**config.mk**
```make
export PLATFORM = sky130hd
export DESIGN_NAME = tdm_slot_activity_energy
export DESIGN_NICKNAME = d
export VERILOG_FILES = /design/src/hdl/tsae_pkg.sv /design/src/hdl/tsae_cell.sv /design/src/hdl/tsae_head.sv /design/src/hdl/tdm_slot_activity_energy.sv
export SDC_FILE = /design/constraint.sdc
export NUM_CORES = 2
export LEC_CHECK = 0
export BUFFER_PORTS_ARGS = -buffer_cell sky130_fd_sc_hd__buf_2
export CORE_ASPECT_RATIO = 1.1
export CORE_MARGIN = 2
export CORE_UTILIZATION = 45
export CTS_CLUSTER_DIAMETER = 30
export DETAILED_ROUTE_END_ITERATION = 6
export GPL_TIMING_DRIVEN = 0
export PLACE_DENSITY = 0.65
export SLEW_MARGIN = 20
export SYNTH_ARGS = -nofsm -noshare
export SYNTH_HDL_FRONTEND = slang
export SYNTH_HIERARCHICAL = 1
export SYNTH_SLANG_ARGS = --single-unit
```
**constraint.sdc**
```tcl
create_clock -name clk -period 16.3 [get_ports clk]
set_input_delay 3.26 -clock clk [delete_from_list [all_inputs] [get_ports clk]]
set_output_delay 3.26 -clock clk [all_outputs]
set_load 0.02 [all_outputs]
```
**src/hdl/tsae_pkg.sv**
```systemverilog
// Package for the TDM slot activity energy block: slot state type, sizes,
// register indexes and limits. No dependencies.
package tsae_pkg;

	localparam int SLOTS  = 16;
	localparam int SLOT_W = (SLOTS > 1) ? $clog2(SLOTS) : 1;

	localparam int ADDR_W = 4;

	localparam logic [12:0] FRAME_MAX = 13'd4096;
	localparam logic [4:0]  SEG_MAX   = 5'd16;

	localparam logic [12:0] FPS_RESET   = 13'd256;
	localparam logic [4:0]  SPW_RESET   = 5'd2;
	localparam logic [4:0]  SHIFT_RESET = 5'd9;
	localparam logic [15:0] THR_RESET   = 16'd10;

	// register indexes (word address)
	localparam logic [1:0] REG_FPS   = 2'd0;
	localparam logic [1:0] REG_SPW   = 2'd1;
	localparam logic [1:0] REG_SHIFT = 2'd2;
	localparam logic [1:0] REG_THR   = 2'd3;

	typedef struct packed {
		logic [15:0] prev;
		logic [31:0] acc;
	} cell_t;

endpackage

```
**src/hdl/tsae_cell.sv**
```systemverilog
// One slot cell of the state ring: previous sample and energy sum.
// Depends on tsae_pkg.
module tsae_cell (
	input  logic          clk,
	input  logic          arst_n,
	input  logic          en,
	input  tsae_pkg::cell_t d,
	output tsae_pkg::cell_t q
);

	logic [15:0] prev_q;
	logic [31:0] acc_q;

	// sum clears at reset, previous sample is written before it is ever used
	always_ff @(posedge clk or negedge arst_n) begin
		if (!arst_n) begin
			acc_q <= '0;
		end else if (en) begin
			acc_q <= d.acc;
		end
	end

	always_ff @(posedge clk) begin
		if (en) begin
			prev_q <= d.prev;
		end
	end

	assign q.prev = prev_q;
	assign q.acc  = acc_q;

endmodule

```
**src/hdl/tsae_head.sv**
```systemverilog
// Update logic at the head of the ring: absolute frame difference and
// accumulate, or clear the sum on a report pass. Depends on tsae_pkg.
module tsae_head (
	input  tsae_pkg::cell_t cur,
	input  logic [15:0]     sample,
	input  logic            compare,
	input  logic            report,
	output tsae_pkg::cell_t nxt
);

	logic [15:0] diff;
	logic [16:0] mag;

	always_comb begin
		diff = sample - cur.prev;
		// wrapped difference read as two's complement, then made absolute
		mag  = diff[15] ? (17'h10000 - {1'b0, diff}) : {1'b0, diff};
		if (report) begin
			nxt.prev = cur.prev;
			nxt.acc  = '0;
		end else begin
			nxt.prev = sample;
			nxt.acc  = compare ? (cur.acc + {15'd0, mag}) : cur.acc;
		end
	end

endmodule

```
**src/hdl/tdm_slot_activity_energy.sv**
```systemverilog
// TDM slot activity energy: samples arrive one per transfer with the slots in
// fixed rotation, slot 0 first. Each slot keeps its previous sample and a 32-bit
// sum of absolute frame-to-frame differences (difference wrapped to 16 bits);
// the first frame of every segment is stored only. Slot state lives in a ring
// of SLOTS cells that rotates by one cell per accepted sample, so the slot being
// served always sits in the head cell. A sample can be taken every cycle outside
// a report run. On the sample that closes the last frame of a window the block
// stops taking samples and rotates the ring once more, one cell per result
// transfer, reporting each slot (sum, sum shifted right by mean_shift, active
// flag, last on the final slot) and clearing its sum; the report run pauses
// while result_stall is held. Registers, word addressed over the APB port:
// 0 frames_per_segment, 1 segments_per_window, 2 mean_shift, 3 activity_threshold.
// Depends on tsae_pkg, tsae_cell, tsae_head.
module tdm_slot_activity_energy (
	input  logic                          clk,
	input  logic                          arst_n,
	// configuration port
	input  logic                          psel,
	input  logic                          penable,
	input  logic                          pwrite,
	input  logic [tsae_pkg::ADDR_W-1:0]   paddr,
	input  logic [31:0]                   pwdata,
	output logic [31:0]                   prdata,
	output logic                          pready,
	// sample channel
	input  logic                          sample_valid,
	output logic                          sample_stall,
	input  logic signed [15:0]            sample,
	// result channel
	output logic                          result_valid,
	input  logic                          result_stall,
	output logic [3:0]                    slot_index,
	output logic [31:0]                   energy_sum,
	output logic [31:0]                   mean_energy,
	output logic                          active,
	output logic                          last
);

	typedef enum logic {
		ST_RUN,
		ST_REPORT
	} state_t;

	state_t state_q;

	logic [12:0] fps_q;
	logic [4:0]  spw_q;
	logic [4:0]  shift_q;
	logic [15:0] thr_q;

	logic [tsae_pkg::SLOT_W-1:0] slot_q;
	logic [tsae_pkg::SLOT_W-1:0] rpt_cnt_q;
	logic [11:0]                 frame_cnt_q;
	logic [3:0]                  seg_cnt_q;

	tsae_pkg::cell_t cell_q [tsae_pkg::SLOTS];
	tsae_pkg::cell_t tail;

	logic        smp_xfer;
	logic        load_out;
	logic        shift_en;
	logic        slot_end;
	logic        frame_end;
	logic        seg_end;
	logic [12:0] flim;
	logic [4:0]  slim;
	logic [12:0] frame_nxt;
	logic [4:0]  seg_nxt;
	logic [31:0] mean;
	logic [1:0]  reg_idx;

	// ---------------------------------------------------------------------
	// Configuration registers
	// ---------------------------------------------------------------------
	assign pready  = 1'b1;
	assign reg_idx = paddr[3:2];

	always_ff @(posedge clk or negedge arst_n) begin
		if (!arst_n) begin
			fps_q   <= tsae_pkg::FPS_RESET;
			spw_q   <= tsae_pkg::SPW_RESET;
			shift_q <= tsae_pkg::SHIFT_RESET;
			thr_q   <= tsae_pkg::THR_RESET;
		end else if (psel && penable && pwrite && pready) begin
			unique case (reg_idx)
				tsae_pkg::REG_FPS:   fps_q   <= pwdata[12:0];
				tsae_pkg::REG_SPW:   spw_q   <= pwdata[4:0];
				tsae_pkg::REG_SHIFT: shift_q <= pwdata[4:0];
				tsae_pkg::REG_THR:   thr_q   <= pwdata[15:0];
				default: ;
			endcase
		end
	end

	always_comb begin
		unique case (reg_idx)
			tsae_pkg::REG_FPS:   prdata = {19'd0, fps_q};
			tsae_pkg::REG_SPW:   prdata = {27'd0, spw_q};
			tsae_pkg::REG_SHIFT: prdata = {27'd0, shift_q};
			tsae_pkg::REG_THR:   prdata = {16'd0, thr_q};
			default:             prdata = '0;
		endcase
	end

	// ---------------------------------------------------------------------
	// Frame and segment limits: zero acts as one, clamp at the maxima
	// ---------------------------------------------------------------------
	always_comb begin
		if (fps_q == 13'd0) begin
			flim = 13'd1;
		end else if (fps_q > tsae_pkg::FRAME_MAX) begin
			flim = tsae_pkg::FRAME_MAX;
		end else begin
			flim = fps_q;
		end
		if (spw_q == 5'd0) begin
			slim = 5'd1;
		end else if (spw_q > tsae_pkg::SEG_MAX) begin
			slim = tsae_pkg::SEG_MAX;
		end else begin
			slim = spw_q;
		end
	end

	assign frame_nxt = {1'b0, frame_cnt_q} + 13'd1;
	assign seg_nxt   = {1'b0, seg_cnt_q} + 5'd1;
	assign slot_end  = (slot_q == tsae_pkg::SLOT_W'(tsae_pkg::SLOTS - 1));
	assign frame_end = (frame_nxt >= flim);
	assign seg_end   = (seg_nxt >= slim);

	// ---------------------------------------------------------------------
	// Handshakes: hold off samples for the whole report run
	// ---------------------------------------------------------------------
	assign sample_stall = (state_q == ST_REPORT);
	assign smp_xfer     = sample_valid && !sample_stall;
	assign load_out     = (state_q == ST_REPORT) && (!result_valid || !result_stall);
	assign shift_en     = smp_xfer || load_out;

	// ---------------------------------------------------------------------
	// Slot ring: head cell is the slot being served, its update enters at the tail
	// ---------------------------------------------------------------------
	tsae_head u_head (
		.cur     (cell_q[0]),
		.sample  (sample),
		.compare (frame_cnt_q != 12'd0),
		.report  (state_q == ST_REPORT),
		.nxt     (tail)
	);

	for (genvar i = 0; i < tsae_pkg::SLOTS; i++) begin : g_ring
		if (i == tsae_pkg::SLOTS - 1) begin : g_tail
			tsae_cell u_cell (
				.clk    (clk),
				.arst_n (arst_n),
				.en     (shift_en),
				.d      (tail),
				.q      (cell_q[i])
			);
		end else begin : g_body
			tsae_cell u_cell (
				.clk    (clk),
				.arst_n (arst_n),
				.en     (shift_en),
				.d      (cell_q[i+1]),
				.q      (cell_q[i])
			);
		end
	end

	// ---------------------------------------------------------------------
	// Sequencer: slot, frame and segment counts; report run
	// ---------------------------------------------------------------------
	always_ff @(posedge clk or negedge arst_n) begin
		if (!arst_n) begin
			state_q     <= ST_RUN;
			slot_q      <= '0;
			rpt_cnt_q   <= '0;
			frame_cnt_q <= '0;
			seg_cnt_q   <= '0;
		end else begin
			unique case (state_q)
				ST_RUN: begin
					if (smp_xfer) begin
						if (!slot_end) begin
							slot_q <= slot_q + 1'b1;
						end else begin
							slot_q <= '0;
							if (!frame_end) begin
								frame_cnt_q <= frame_nxt[11:0];
							end else begin
								frame_cnt_q <= '0;
								if (!seg_end) begin
									seg_cnt_q <= seg_nxt[3:0];
								end else begin
									seg_cnt_q <= '0;
									rpt_cnt_q <= '0;
									state_q   <= ST_REPORT;
								end
							end
						end
					end
				end
				ST_REPORT: begin
					if (load_out) begin
						if (rpt_cnt_q == tsae_pkg::SLOT_W'(tsae_pkg::SLOTS - 1)) begin
							rpt_cnt_q <= '0;
							state_q   <= ST_RUN;
						end else begin
							rpt_cnt_q <= rpt_cnt_q + 1'b1;
						end
					end
				end
				default: state_q <= ST_RUN;
			endcase
		end
	end

	// ---------------------------------------------------------------------
	// Result register: parts the ring from the result channel
	// ---------------------------------------------------------------------
	assign mean = cell_q[0].acc >> shift_q;

	always_ff @(posedge clk or negedge arst_n) begin
		if (!arst_n) begin
			result_valid <= 1'b0;
		end else if (load_out) begin
			result_valid <= 1'b1;
		end else if (!result_stall) begin
			result_valid <= 1'b0;
		end
	end

	always_ff @(posedge clk) begin
		if (load_out) begin
			slot_index  <= 4'(rpt_cnt_q);
			energy_sum  <= cell_q[0].acc;
			mean_energy <= mean;
			active      <= (mean >= {16'd0, thr_q});
			last        <= (rpt_cnt_q == tsae_pkg::SLOT_W'(tsae_pkg::SLOTS - 1));
		end
	end

`ifndef SYNTHESIS
	// a report run starts with every count back at its origin
	a_report_start: assert property (@(posedge clk) disable iff (!arst_n)
		$rose(state_q == ST_REPORT) |->
			(slot_q == '0) && (frame_cnt_q == '0) && (seg_cnt_q == '0))
		else $error("report run started with counts not at origin");

	// loading the final slot of a run ends the run and presents that slot as last
	a_last_after_run: assert property (@(posedge clk) disable iff (!arst_n)
		(load_out && (rpt_cnt_q == tsae_pkg::SLOT_W'(tsae_pkg::SLOTS - 1))) |=>
			(state_q == ST_RUN) && result_valid && last)
		else $error("last result loaded without ending the report run");

	// leaving the report run always leaves the last result pending
	a_run_end: assert property (@(posedge clk) disable iff (!arst_n)
		$fell(state_q == ST_REPORT) |-> (result_valid && last))
		else $error("report run ended without last result");
`endif

endmodule

```
### After elaboration in Yosys (flattened, before gate mapping)

Index checks and enable logic that the tools add are counted.

| cells by class | value |
|---|---|
| add/subtract/negate cells | 7 |
| order comparisons | 5 |
| eq/ne operators | 11 |
| shift operators | 1 |
| multiplexer cells | 27 |
| bitwise logic cells | 1 |
| reductions and logical operators | 21 |

Operator list:

| operator | count |
|---|---|
| $pmux W32 S4 | 1 |
| $mux W48 | 1 |
| $add A32 B17 Y32 | 1 |
| $ge A32 B16 Y1 | 1 |
| $mux W32 | 1 |
| $mux W4 | 8 |
| $shr A32 B5 Y32 | 1 |
| $mux W13 | 2 |
| $mux W17 | 1 |
| $sub A17 B16 Y17 const A | 1 |
| $sub A16 B16 Y16 | 1 |
| $add A12 B1 Y13 const B | 1 |
| $ge A13 B13 Y1 | 1 |
| $gt A13 B13 Y1 const B | 1 |
| $logic_not A13 Y1 | 1 |
| $mux W12 | 1 |
| $reduce_bool A12 Y1 | 1 |
| $mux W5 | 2 |
| $reduce_and A2 Y1 | 5 |
| $add A4 B1 Y4 const B | 2 |
| $eq A4 B4 Y1 const B | 2 |
| $mux W1 | 8 |
| $ne A2 B2 Y1 const B | 4 |
| $pmux W4 S2 | 1 |
| 16 further kinds | 24 |

| storage, ports and cells | value |
|---|---|
| register bits after elaboration | 903 |
| bits of input ports | 59 |
| output and inout bits | 105 |
| logic and storage cells | 120 |

### Longest topological paths before layout

| depth | value |
|---|---|
| depth after elaboration | 9 |
| mapped depth | 22 |
| gate-level depth less buffers | 21 |

### Hierarchy

Netlist, hierarchy kept.

By module, submodules not included:

| module | times used | cells an instance | area an instance (µm²) |
|---|---|---|---|
| tsae_cell | 16 | 84 | 1,825.5 |
| tdm_slot_activity_energy | 1 | 783 | 8,034.0 |
| tsae_head | 1 | 441 | 2,986.6 |

### Worst setup path before layout

Ideal clock, no wire load.

| path | value |
|---|---|
| path type | input-to-reg |
| start point | input result_stall |
| end point | register g_ring[0].g_body.u_cell.acc_q[10] |
| arrival time | 9.395 ns |
| data required time | 16.175 ns |
| slack | 6.780 ns |
| stages on the path | 8 |
| cells stage by stage | nand2_1 > nand2_1 > clkbuf_1 > inv_1 > or2_2 > buf_6 > buf_12 > mux2_4 |

| on the way | value |
|---|---|
| cells in the longest elaborated chain, start to end | 4 |

Ends and longest elaborated chain:

| element | line | RTL |
|---|---|---|
| start, declared | tdm_slot_activity_energy.sv:31 | `input logic result_stall,` |
| $logic_not A1 Y1 | n/a |  |
| $logic_or A1 B1 Y1 | tdm_slot_activity_energy.sv:136 | `assign load_out = (state_q == ST_REPORT) && (!result_valid \|\| !result_stall);` |
| $logic_and A1 B1 Y1 | tdm_slot_activity_energy.sv:136 |  |
| net load_out | tdm_slot_activity_energy.sv:60 | `logic load_out;` |
| $logic_or A1 B1 Y1 | tdm_slot_activity_energy.sv:137 | `assign shift_en = smp_xfer \|\| load_out;` |
| net shift_en | tdm_slot_activity_energy.sv:61 | `logic shift_en;` |
| end signal, assigned | tsae_cell.sv:19 | `acc_q <= d.acc;` |
| end, declared | tsae_cell.sv:12 | `logic [31:0] acc_q;` |

The timed path passes the listed nets, and every way through them passes these cells.
A chain may end at the register's enable or synchronous reset.

### Worst setup path after layout

| path | value |
|---|---|
| start point | input paddr[2] in the netlist's numbering |
| end point | output prdata[8] |

| on the way | value |
|---|---|
| cells in the longest elaborated chain, start to end | 2 |

Ends and longest elaborated chain:

| element | line | RTL |
|---|---|---|
| start, declared | tdm_slot_activity_energy.sv:21 | `input logic [tsae_pkg::ADDR_W-1:0] paddr,` |
| $eq A2 B2 Y1, or another cell as far along | tdm_slot_activity_energy.sv:96 | `unique case (reg_idx)` |
| $pmux W32 S4 * | tdm_slot_activity_energy.sv:96 |  |
| end, declared | tdm_slot_activity_energy.sv:23 | `output logic [31:0] prdata,` |

Every way passes the cells marked *; elsewhere a longest branch is shown, timed or not. The select of a mux whose other input is x is not followed.

==> impl_results.md <==
* Max-cap viol count at 0
* Peak supply drop at 0.132 mV
* Yosys reg bits at 903
* First-pass GRT wire length at 140000 µm
* Slowest-stage cell, CP: clkbuf_1
* Hold endpoint: g_ring[11].g_body.u_cell/prev_q[15]
* Ys flop type: dfrtp_1
* Worst slew pin tran at 805 ps
* Worst Path Arrival at 4990 ps
* CTS tree: yes
* Root buffer cell: clkbuf_16
* Endpoints failing hold at 0
* Final wirelength at 88200 µm
* Post-CTS Resized at 0
* Starting density of the core at 0.452
* Reg2reg end: g_ring[15].g_tail.u_cell/acc_q[28]
* Via Count at 22100
* Num CTS Buffers at 161
* # DRC at 5
* Final Skew at 26.3 ps
* Share of power burned in combinational logic at 0.367
* Vias/cell at 5.27
* Period minus WS final at 8250 ps
* Layout area overhead at 20.4%
* Cells after Synth at 2568
* Die span in x at 289 µm
* Worst Path Class, Setup: in2out
* Power Density at 241 nW/µm²
* Worst setup startpoint: paddr[2]
* Worst relative slew slack at 0.464
* Core area at 89100 µm²
* Family with the most delay on the worst path: buffers and inverters
* Worst path max stage delay at 590 ps
* Worst EP required at 13040 ps
* Most frequent CP cell: clkbuf_1
* Initial DRT Pass Iterations at 7
* Largest buffer count on any clock path at 3
* H-tree depth at 4
* R2R Setup Slk at 10520 ps
* DR iter-0 viols at 1485
* Sequential group share of total power at 0.339
* Initial antenna violation count at 2
* Slew Limit Fails at 0
* Final Total Pwr at 11700 µW
* Post-CTS Setup Inserts at 0
* Gr ovfl total at 0
* Share of layout cells above drive strength 1 at 0.370
* Drt wl/cell at 21.1 µm
* Sw power at 3800 µW
* Clock-pin transition on the worst setup and hold timing paths at 50 ps
* Synthesis Warnings at 6
* Crit-path cells: clkbuf_1, nand2_1, clkbuf_1, o21ai_0, buf_2
* PnR worst setup slack at 8050 ps
* Placer Congestion at 0.880
* Util after Layout at 0.544
* Clk network pwr share at 0.293
* Crit path launch type: primary input
* DIE HEIGHT at 318 µm
* Mean cell area of the mapped netlist at 15.7 µm²
* Row count at 115
* Global Route Usage Sum at 0.197
* Leading post-synthesis cells by cell area: dfrtp_1 36%, edfxtp_1 24%, mux2_4 18%
* Synth async-reset ratio at 0.639
* Hold_sp: g_ring[12].g_body.u_cell/prev_q[15]
* # IOs at 164
* Failing checks: DRC
* RSZ-0062 raised after global routing: false
* Yosys top cell by area: dfrtp_1
* Antenna diodes at 0
* Worst hold path depth at 0
* Status: finished with violations
* Final setup vio count at 0
* Pint at 7850 µW
* Hold-fix buffers, CTS at 0
* Sw Ratio at 0.326
* Largest net degree at the start of global routing at 102
* Worst r2r src: g_ring[0].g_body.u_cell/prev_q[2]
* Port buffer count at 126
* Die area at 91800 µm²
* Vias in the first global route at 23900
* F_max at 121 MHz
* Synthesized area at 40200 µm²
* Sink Count at 903
* CP bufs+invs at 3
* Final nets at 3021
* Seq/Total Area, Yosys at 0.602
* Hold Crit Class: reg2reg
* EDFF count, synth at 326
* # fillers at 7101
* Most frequent cells in the layout: 571 x dfrtp_1, 482 x mux2_4, 326 x edfxtp_1, 165 x clkbuf_16, 143 x nand2_1
* Synth top area share at 0.355
* Unique masters post-synth at 74
* Worst-path maximum fanout at 10
* Final setup TNS at 0 ps
* Reg2Reg Depth at 22
* Dpl hpwl at 59500 µm
* Skew-Pair Late Insertion Delay at 740 ps
* Pleak at 0.0219 µW
* Worst Setup End Kind: primary output
* Post-Place Setup Slack at 7610 ps
* Antenna Nets Post-Route at 0
* Most common cell after layout, fill and taps aside: dfrtp_1
* Period utilization at 0.506
==> Yosys cell counts (all sizes together) (5+ instances only) <==
cell,number
or3,6
buf,97
nand2,143
ha,75
a21oi,60
a211oi,14
xnor2,35
nor2,112
inv,59
a31oi,15
o22ai,13
xor2,19
dfstp,6
and3,19
mux2,561
a22o,5
nor4,8
nand3,37
and2,8
o21ai,89
o211ai,5
clkbuf,45
edfxtp,326
nand4,8
nor2b,12
nand2b,9
a211o,5
and4,7
mux4,14
o31ai,8
nor3,23
o21a,11
mux2i,58
a21o,32
dfrtp,571
==> stage by stage <==
stage / instance area (µm²) / hold WS (ps) / instances
floorplan: 40300 / 400 / 2583
global placement: 42400 / 406 / 3879
CTS: 48400 / 407 / 4191
detailed placement: 42700 / 405 / 3892
finish: 48400 / 411 / 4191
global route: 48400 / 409 / 4191
==> power by group through the flow <==
stage	logic, µW	clock network [µW]	registers [µW]
after CTS	4290	3490	3970
after global placement	4130	0	4010
after detailed placement	4250	0	3980
final	4280	3420	3960
after floorplan	3360	0	3850
after global routing	4630	3600	4070
==> cell type report <==
cell class / instances / area (µm²) / share of cell area
Clock inverter: 110 / 1340 / 0.0277
Buffer: 142 / 1530 / 0.0317
Timing Repair Buffer: 139 / 968 / 0.0200
Sequential cell: 903 / 24200 / 0.501
Inverter: 61 / 231 / 0.00478
Multi-Input combinational cell: 1477 / 14300 / 0.295
Tap cell: 1170 / 1460 / 0.0302
Clock buffer: 189 / 4350 / 0.0898
==> kinds of logic after synthesis <==
logic type	Yosys count	synth area share
flops	903	0.602
mux	633	0.224
simple gates	406	0.0466
compound gates	289	0.0465
buf+inv	203	0.0438
fa+ha+maj	77	0.0243
xor+xnor	54	0.0118
other cells	3	0.000280
==> layer usage <==
| layer | wire length (µm) | GRT usage | part of all wire | vias to the layer above |
|---|---|---|---|---|
| li1 | - | - | - | 10000 |
| met1 | 38900 | 0.262 | 0.44 | 11300 |
| met2 | 42400 | 0.315 | 0.48 | 579 |
| met3 | 4250 | 0.0425 | 0.048 | 189 |
| met4 | 2670 | 0.0742 | 0.030 | 4 |
| met5 | 27 | 0 | 0.00031 | - |
==> flip-flops by register name, indices dropped and copies added (netlist names), 5 cells and up <==
signal                       count
spw_q                            5
thr_q                           16
g_ring.g_tail.u_cell/acc_q      32
frame_cnt_q                     12
shift_q                          5
g_ring.g_tail.u_cell/prev_q     16
g_ring.g_body.u_cell/acc_q     480
g_ring.g_body.u_cell/prev_q    240
fps_q                           13
mean_energy                     32
energy_sum                      32
==> worst max-delay path by stage <==
stage | end | slack, ps | cells after the start
detailed placement | g_ring[15].g_tail.u_cell/acc_q[28] | 7610 | 22
finish | prdata[8] | 8050 | 5
global placement | g_ring[9].g_body.u_cell/acc_q[12] | 250 | 1
global route | g_ring[15].g_tail.u_cell/acc_q[28] | 7980 | 22
floorplan | g_ring[0].g_body.u_cell/acc_q[10] | 6780 | 8
CTS | prdata[8] | 8090 | 5
Note: power is estimated with default switching activity, not from simulation.
